`src/rtl/assert_macros.svh`:
```
// Assertion helpers shared by the timer queue modules.
`ifndef ASSERT_MACROS_SVH
`define ASSERT_MACROS_SVH

// Same-cycle implication, off while in reset.
`define ASSERT_IMPLIES(label, clk, rst_n, ante, cons) \
	label: assert property (@(posedge clk) disable iff (!(rst_n)) (ante) |-> (cons)) \
		else $error("assertion failed");

// Next-cycle implication, off while in reset.
`define ASSERT_NEXT(label, clk, rst_n, ante, cons) \
	label: assert property (@(posedge clk) disable iff (!(rst_n)) (ante) |=> (cons)) \
		else $error("assertion failed");

`endif

```
`src/rtl/stq_pkg.sv`:
```
package stq_pkg;

	localparam int TIME_BITS     = 48;
	localparam int DELAY_BITS    = 32;
	localparam int OUT_ID_BITS   = 16;
	localparam int MAX_FIRE      = 16;
	localparam int FIRE_CNT_BITS = 4;

	typedef enum logic [1:0] {
		OP_INSERT = 2'd0,
		OP_CANCEL = 2'd1,
		OP_TICK   = 2'd2
	} op_t;

	typedef enum logic [1:0] {
		EV_FIRED     = 2'd0,
		EV_INSERTED  = 2'd1,
		EV_CANCELLED = 2'd2,
		EV_REJECTED  = 2'd3
	} ev_t;

	// What every cell does this cycle.
	typedef enum logic [1:0] {
		MODE_HOLD   = 2'd0,
		MODE_INSERT = 2'd1,
		MODE_CANCEL = 2'd2,
		MODE_POP    = 2'd3
	} mode_t;

	// Broadcast to the whole row; key is the new deadline on insert, now on pop.
	typedef struct packed {
		mode_t                  mode;
		logic [TIME_BITS-1:0]   key;
	} cell_cmd_t;

endpackage

```
`src/rtl/stq_cell.sv`:
```
`include "assert_macros.svh"

module stq_cell #(
	parameter int ID_BITS = 16
) (
	input  logic                          clk,
	input  logic                          arst_n,
	input  stq_pkg::cell_cmd_t            cmd,
	input  logic [ID_BITS-1:0]            cmd_id,
	input  logic                          left_valid,
	input  logic [stq_pkg::TIME_BITS-1:0] left_deadline,
	input  logic [ID_BITS-1:0]            left_id,
	input  logic                          left_gt,
	input  logic                          right_valid,
	input  logic [stq_pkg::TIME_BITS-1:0] right_deadline,
	input  logic [ID_BITS-1:0]            right_id,
	input  logic                          found_in,
	output logic                          found_out,
	output logic                          valid,
	output logic [stq_pkg::TIME_BITS-1:0] deadline,
	output logic [ID_BITS-1:0]            id,
	output logic                          gt,
	output logic                          due
);

	logic                          valid_q;
	logic [stq_pkg::TIME_BITS-1:0] deadline_q;
	logic [ID_BITS-1:0]            id_q;
	logic                          match;

	// Empty cells count as later than any deadline, so the boundary is monotonic.
	assign gt        = !valid_q || (deadline_q > cmd.key);
	assign due       = valid_q && (deadline_q <= cmd.key);
	assign match     = valid_q && (id_q == cmd_id);
	assign found_out = found_in || match;

	assign valid    = valid_q;
	assign deadline = deadline_q;
	assign id       = id_q;

	always_ff @(posedge clk or negedge arst_n) begin
		if (!arst_n) begin
			valid_q <= 1'b0;
		end else begin
			case (cmd.mode)
				stq_pkg::MODE_INSERT: begin
					if (gt) begin
						valid_q <= left_gt ? left_valid : 1'b1;
					end
				end
				stq_pkg::MODE_CANCEL: begin
					if (found_out) begin
						valid_q <= right_valid;
					end
				end
				stq_pkg::MODE_POP: valid_q <= right_valid;
				default: ;
			endcase
		end
	end

	always_ff @(posedge clk) begin
		case (cmd.mode)
			stq_pkg::MODE_INSERT: begin
				if (gt && left_gt) begin
					deadline_q <= left_deadline;
					id_q       <= left_id;
				end else if (gt) begin
					deadline_q <= cmd.key;
					id_q       <= cmd_id;
				end
			end
			stq_pkg::MODE_CANCEL: begin
				if (found_out) begin
					deadline_q <= right_deadline;
					id_q       <= right_id;
				end
			end
			stq_pkg::MODE_POP: begin
				deadline_q <= right_deadline;
				id_q       <= right_id;
			end
			default: ;
		endcase
	end

	`ASSERT_IMPLIES(a_packed_front, clk, arst_n, right_valid, valid_q)
	`ASSERT_IMPLIES(a_sorted, clk, arst_n, valid_q && right_valid, deadline_q <= right_deadline)

endmodule

```
`src/rtl/sorted_timer_queue_top.sv`:
```
// Insert and cancel: taken in IDLE, carried out in EXEC; done rises as the FSM returns to IDLE.
// Tick: EXEC advances the clock, then POP gives one fired result per cycle off the head cell,
//   up to 16 per tick; a tick with nothing due gives no result. busy stays high from EXEC
//   until the FSM is back in IDLE, so a new request waits until the last one is finished.
// Results cannot be stalled: each is on the ports for one cycle, marked by done.
// Reset (arst_n low) empties every cell at once and zeroes the clock; no clearing pass.
`include "assert_macros.svh"

module sorted_timer_queue_top #(
	parameter int DEPTH   = 16,
	parameter int ID_BITS = 16
) (
	input  logic        clk,
	input  logic        arst_n,
	input  logic        start,
	output logic        busy,
	input  logic [1:0]  op,
	input  logic [15:0] timer_id,
	input  logic [31:0] delay_ms,
	output logic        done,
	output logic [1:0]  event_res,
	output logic [15:0] fired_id,
	output logic        last
);

	typedef enum logic [2:0] {
		ST_IDLE = 3'b001,
		ST_EXEC = 3'b010,
		ST_POP  = 3'b100
	} state_t;

	state_t                               state_q;
	logic [1:0]                           op_q;
	logic [ID_BITS-1:0]                   id_q;
	logic [stq_pkg::DELAY_BITS-1:0]       delay_q;
	logic [stq_pkg::TIME_BITS-1:0]        now_q;
	logic [stq_pkg::FIRE_CNT_BITS-1:0]    fire_cnt_q;
	logic                                 done_q;
	logic [1:0]                           event_res_q;
	logic [stq_pkg::OUT_ID_BITS-1:0]      fired_id_q;
	logic                                 last_q;

	stq_pkg::cell_cmd_t                   cmd;
	logic [stq_pkg::TIME_BITS-1:0]        new_deadline;
	logic                                 full;
	logic                                 found;
	logic                                 fire_last;

	logic [DEPTH-1:0]                     valid_w;
	logic [DEPTH-1:0]                     gt_w;
	logic [DEPTH-1:0]                     due_w;
	logic [DEPTH-1:0]                     found_w;
	logic [stq_pkg::TIME_BITS-1:0]        deadline_w [DEPTH];
	logic [ID_BITS-1:0]                   id_w [DEPTH];

	assign new_deadline = now_q + stq_pkg::TIME_BITS'(delay_q);
	assign full         = valid_w[DEPTH-1];
	assign found        = found_w[DEPTH-1];
	assign fire_last    = (fire_cnt_q == stq_pkg::FIRE_CNT_BITS'(stq_pkg::MAX_FIRE - 1))
		|| !due_w[1];

	always_comb begin
		cmd.mode = stq_pkg::MODE_HOLD;
		cmd.key  = new_deadline;
		unique case (state_q)
			ST_EXEC: begin
				if (op_q == stq_pkg::OP_INSERT && !full) begin
					cmd.mode = stq_pkg::MODE_INSERT;
				end else if (op_q == stq_pkg::OP_CANCEL) begin
					cmd.mode = stq_pkg::MODE_CANCEL;
				end
			end
			ST_POP: begin
				cmd.key = now_q;
				if (due_w[0]) begin
					cmd.mode = stq_pkg::MODE_POP;
				end
			end
			default: ;
		endcase
	end

	for (genvar i = 0; i < DEPTH; i++) begin : g_cell
		logic                          l_valid;
		logic [stq_pkg::TIME_BITS-1:0] l_deadline;
		logic [ID_BITS-1:0]            l_id;
		logic                          l_gt;
		logic                          l_found;
		logic                          r_valid;
		logic [stq_pkg::TIME_BITS-1:0] r_deadline;
		logic [ID_BITS-1:0]            r_id;

		if (i == 0) begin : g_head
			assign l_valid    = 1'b0;
			assign l_deadline = '0;
			assign l_id       = '0;
			assign l_gt       = 1'b0;
			assign l_found    = 1'b0;
		end else begin : g_body
			assign l_valid    = valid_w[i-1];
			assign l_deadline = deadline_w[i-1];
			assign l_id       = id_w[i-1];
			assign l_gt       = gt_w[i-1];
			assign l_found    = found_w[i-1];
		end

		if (i == DEPTH - 1) begin : g_tail
			assign r_valid    = 1'b0;
			assign r_deadline = '0;
			assign r_id       = '0;
		end else begin : g_inner
			assign r_valid    = valid_w[i+1];
			assign r_deadline = deadline_w[i+1];
			assign r_id       = id_w[i+1];
		end

		stq_cell #(
			.ID_BITS(ID_BITS)
		) u_cell (
			.clk            (clk),
			.arst_n         (arst_n),
			.cmd            (cmd),
			.cmd_id         (id_q),
			.left_valid     (l_valid),
			.left_deadline  (l_deadline),
			.left_id        (l_id),
			.left_gt        (l_gt),
			.right_valid    (r_valid),
			.right_deadline (r_deadline),
			.right_id       (r_id),
			.found_in       (l_found),
			.found_out      (found_w[i]),
			.valid          (valid_w[i]),
			.deadline       (deadline_w[i]),
			.id             (id_w[i]),
			.gt             (gt_w[i]),
			.due            (due_w[i])
		);
	end

	always_ff @(posedge clk or negedge arst_n) begin
		if (!arst_n) begin
			state_q    <= ST_IDLE;
			now_q      <= '0;
			fire_cnt_q <= '0;
			done_q     <= 1'b0;
			op_q       <= '0;
		end else begin
			done_q <= 1'b0;
			unique case (state_q)
				ST_IDLE: begin
					if (start) begin
						op_q    <= op;
						state_q <= ST_EXEC;
					end
				end
				ST_EXEC: begin
					state_q <= ST_IDLE;
					unique case (op_q)
						stq_pkg::OP_INSERT, stq_pkg::OP_CANCEL: done_q <= 1'b1;
						stq_pkg::OP_TICK: begin
							now_q      <= now_q + 1'b1;
							fire_cnt_q <= '0;
							state_q    <= ST_POP;
						end
						default: ;
					endcase
				end
				ST_POP: begin
					if (due_w[0]) begin
						done_q     <= 1'b1;
						fire_cnt_q <= fire_cnt_q + 1'b1;
						if (fire_last) begin
							state_q <= ST_IDLE;
						end
					end else begin
						state_q <= ST_IDLE;
					end
				end
				default: state_q <= ST_IDLE;
			endcase
		end
	end

	// Request payload and result payload.
	always_ff @(posedge clk) begin
		if (state_q == ST_IDLE && start) begin
			id_q    <= ID_BITS'(timer_id);
			delay_q <= delay_ms;
		end
		unique case (state_q)
			ST_EXEC: begin
				fired_id_q <= stq_pkg::OUT_ID_BITS'(id_q);
				last_q     <= 1'b1;
				if (op_q == stq_pkg::OP_INSERT) begin
					event_res_q <= full ? stq_pkg::EV_REJECTED : stq_pkg::EV_INSERTED;
				end else begin
					event_res_q <= found ? stq_pkg::EV_CANCELLED : stq_pkg::EV_REJECTED;
				end
			end
			ST_POP: begin
				fired_id_q  <= stq_pkg::OUT_ID_BITS'(id_w[0]);
				last_q      <= fire_last;
				event_res_q <= stq_pkg::EV_FIRED;
			end
			default: ;
		endcase
	end

	assign busy      = (state_q != ST_IDLE);
	assign done      = done_q;
	assign event_res = event_res_q;
	assign fired_id  = fired_id_q;
	assign last      = last_q;

	`ASSERT_IMPLIES(a_last_ends_request, clk, arst_n, done_q, last_q == (state_q == ST_IDLE))
	`ASSERT_NEXT(a_exec_answers, clk, arst_n, state_q == ST_EXEC && op_q == stq_pkg::OP_INSERT, done_q && last_q)

endmodule
```
`config.mk`:
```
export PLATFORM = sky130hd
export DESIGN_NAME = sorted_timer_queue_top
export DESIGN_NICKNAME = d
export VERILOG_FILES = /design/src/rtl/stq_pkg.sv /design/src/rtl/stq_cell.sv /design/src/rtl/sorted_timer_queue_top.sv
export VERILOG_INCLUDE_DIRS = /design/src /design/src/rtl
export SDC_FILE = /design/constraint.sdc
export NUM_CORES = 2
export LEC_CHECK = 0
export ABC_AREA = 1
export BUFFER_PORTS_ARGS = -buffer_cell sky130_fd_sc_hd__buf_2
export CAP_MARGIN = 20
export CORE_MARGIN = 2
export CORE_UTILIZATION = 30
export CTS_CLUSTER_DIAMETER = 200
export DETAILED_ROUTE_END_ITERATION = 8
export SYNTH_ARGS = -nofsm -noshare
export SYNTH_HDL_FRONTEND = slang
export SYNTH_SLANG_ARGS = --single-unit
```
`constraint.sdc`:
```
create_clock -name clk -period 16.5 [get_ports clk]
set_input_delay 1.65 -clock clk [delete_from_list [all_inputs] [get_ports clk]]
set_output_delay 1.65 -clock clk [all_outputs]
set_load 0.005 [all_outputs]
```
==> reports/results.tsv <==
metric	value	unit
#FFs+latches synth	1165	
Post-synth EDFFs	1091	
area leader, netlist	edfxtp_1	
R2R depth	34	
Tcrit/Tclk final	0.617	
Max rail drop VDD	0.0000981	V
M3 GR Usage	0.0481	
CP required	17000	ps
HP Start	now_q[47]$_DFFE_PN0P_	
CP max stage delay	970	ps
clock transition at the registers of the reported paths	60	ps
Synth Net Count	11472	
Synth Warn #	0	
Crit path top cell by count	inv_1	
post-DR wirelength/cell	23.2	µm
Worst Setup SP	now_q[0]$_DFFE_PN0P_	
DRC errors left	0	
grt peak-use layer	met2	
vias in the first global route	73811	
largest net degree at the start of global routing	221	
Least-Margin Pin Slew	1290	ps
Pwr per Cell Area	128	nW/µm²
post-route setup TNS	0	ps
First-pass DRT Iterations	7	
Min-Delay Path Depth	1	
first-pass GRT wire length	485	mm
area share of the largest cell type after synthesis	0.387	
Max FO, Critical Path	146	
Crit. End Element	register	
die height	535	µm
Min-Delay Endpoint	now_q[47]$_DFFE_PN0P_	
Hold Vio Cnt, Final	0	
initial antenna violation count	9	
antenna viol nets, final	0	
Slew headroom	0.140	
Hold Buf Count CTS	0	
GRT Overall Usage	0.223	
CTS buffer count	139	
Post-synth ARST share	0.0635	
startpoint types	register	
Layout area overhead	9.82	%
I/O Pins	74	
# Max-Cap Violations	0	
top-count cell post-synth	nand2_1	
Die Width	535	µm
Initial Util	0.301	
Lkg Pwr	0.0402	µW
commonest cells in the netlist	nand2_1 (3059), nand3_1 (1417), edfxtp_1 (1091)	
Resized Gates After CTS	0	
row cnt	195	
Die Area	286000	µm²
Final nets	11234	
reg2reg start	now_q[0]$_DFFE_PN0P_	
clock sink total	1165	
detailed placement HPWL	220	mm
core area	282000	µm²
Final Max Tran Viols	0	
R2R setup slack	6310	ps
met1 usage	0.299	
dominant synthesized flop cell	edfxtp_1	
Final min period	10190	ps
CTS tree	yes	
distinct cell type count after synthesis	64	
worst r2r dst	g_cell[7].u_cell.deadline[15]$_DFFE_PP_	
CTS Buffer Depth	3	
maximum clock frequency	98.2	MHz
setup violators final	0	
status	finished clean	
Avg Vias per Cell	5.54	
Mean Syn Cell Area	7.96	µm²
grt total ovfl	0	
CTS root buf	clkbuf_16	
Slowest cell on crit path	buf_4	
Setup Buffers After CTS	0	
Final GP Congestion	0.946	
routed vias	78953	
share of cells above drive strength 1	0.0554	
Crit Path Category	reg2reg	
largest cells by area after synthesis	edfxtp_1 (39%), nand2_1 (14%), ha_1 (12%)	
Seq/Total Area, Yosys	0.409	
Buf/Inv on CP	8	
RSZ-0062 raised after global routing	false	
Post-Syn Instances	10632	
Worst EP arrival	10690	ps
mapped cell area	84700	µm²
Overall Power	11900	µW
CTS H-Tree Depth	4	
met2 usage	0.345	
I/O Buffers	73	
DRT Wirelength	330	mm
critical path's top delay family	buffers and inverters	
Setup Skew	42.8	ps
clock latency on the worst-skew pair	830	ps
Iteration-0 DRC Markers	10344	
Hold Crit Class	reg2reg	
==> layout make-up <==
class	count	area, µm²
Antenna cell	2	5.00
Multi-Input combinational cell	7943	44100
Fill cell	29776	189000
Timing Repair Buffer	258	1790
Clock buffer	177	3700
Tap cell	3743	4680
Clock inverter	77	757
Sequential cell	1165	34600
Inverter	887	3350
==> power breakdown <==
part | switching, µW | leakage, µW | internal, µW | total, µW
clock network | 1420 | 0.00216 | 1770 | 3190
logic | 2980 | 0.0271 | 1310 | 4290
registers | 366 | 0.0109 | 4010 | 4380
==> how the worst max path moves through the flow <==
stage / end / slack, ps / cells past startpoint
detailed placement: g_cell[8].u_cell.deadline[14]$_DFFE_PP_ / 6560 / 34
finish: g_cell[7].u_cell.deadline[15]$_DFFE_PP_ / 6310 / 34
global route: g_cell[7].u_cell.deadline[12]$_DFFE_PP_ / 5580 / 35
global placement: g_cell[13].u_cell.deadline[31]$_DFFE_PP_ / 6660 / 36
floorplan: g_cell[7].u_cell.deadline[0]$_DFFE_PP_ / 8430 / 32
CTS: g_cell[8].u_cell.deadline[14]$_DFFE_PP_ / 6510 / 34
==> cells by family (layout without fill, tap and decap cells) <==
family | count (synthesis) | in the layout | synth area share
other | 0 | 2 | 0
xor gates and xnor gates | 156 | 156 | 0.0162
and+or+nand+nor | 5522 | 5522 | 0.284
buffers and inverters | 1524 | 1399 | 0.0770
AOI/OAI and AO/OA | 1478 | 1478 | 0.0980
adders and majority gates | 787 | 787 | 0.116
DFF | 1165 | 1165 | 0.409
==> per-stage QoR <==
stage / worst slack, ps / cell area, µm² / utilization / instances / hold slack [ps]
after floorplan: 8430 / 84700 / - / 10632 / 442
after global placement: 6660 / 88500 / 0.314 / 13989 / 460
after detailed placement: 6560 / 88500 / 0.314 / 13995 / 463
after CTS: 6510 / 93000 / 0.330 / 14249 / 473
after global routing: 5580 / 93000 / 0.330 / 14251 / 508
final: 6310 / 93000 / 0.330 / 14252 / 468
==> routing by layer <==
| metal | share of wire | routed length, µm |
|---|---|---|
| met1 | 0.41 | 135000 |
| met2 | 0.44 | 145000 |
| met3 | 0.11 | 35200 |
| met4 | 0.046 | 15100 |
| met5 | 0.00017 | 57 |
==> flip-flops by register name, indices dropped and copies added, names as in the netlist <==
name / cells
g_cell.u_cell.id: 256
fired_id: 16
g_cell.u_cell.deadline: 768
last: 1
fire_cnt_q: 4
g_cell.u_cell.valid: 16
delay_q: 32
id_q: 16
state_q: 3
done: 1
now_q: 48
op_q: 2
event_res: 2
==> cells in the final DEF, fill, tap and decap left out, types with 11 or more instances in the layout <==
| cell type | netlist | final |
|---|---|---|
| inv_1 | 869 | 858 |
| a221oi_1 | 26 | 26 |
| o21a_1 | 20 | 20 |
| nand2_1 | 3059 | 3055 |
| buf_4 | 86 | 181 |
| o21ai_1 | 363 | 349 |
| a31oi_1 | 20 | 19 |
| a211oi_1 | 61 | 61 |
| a21oi_1 | 340 | 340 |
| nand4_1 | 116 | 116 |
| bufinv_16 | 0 | 11 |
| xnor2_1 | 31 | 31 |
| o21bai_1 | 25 | 25 |
| o211ai_1 | 11 | 11 |
| buf_2 | 289 | 72 |
| dfrtp_1 | 73 | 73 |
| o21ai_0 | 408 | 406 |
| edfxtp_1 | 1091 | 1091 |
| nor2_1 | 538 | 532 |
| o22ai_1 | 105 | 105 |
| nor4_1 | 70 | 65 |
| o221ai_1 | 32 | 32 |
| nor3b_1 | 13 | 12 |
| nor3_1 | 75 | 72 |
| clkinv_1 | 11 | 43 |
| nand3_1 | 1417 | 1417 |
| ha_1 | 786 | 786 |
| clkinv_2 | 0 | 28 |
| a2111oi_0 | 14 | 12 |
| nand3b_1 | 150 | 150 |
| clkbuf_1 | 218 | 33 |
| xor2_1 | 124 | 116 |
| clkbuf_16 | 0 | 142 |
| a21o_1 | 20 | 20 |
| nand2_4 | 10 | 26 |
| o2111ai_1 | 17 | 17 |
Power figures use the tool's default switching activity.
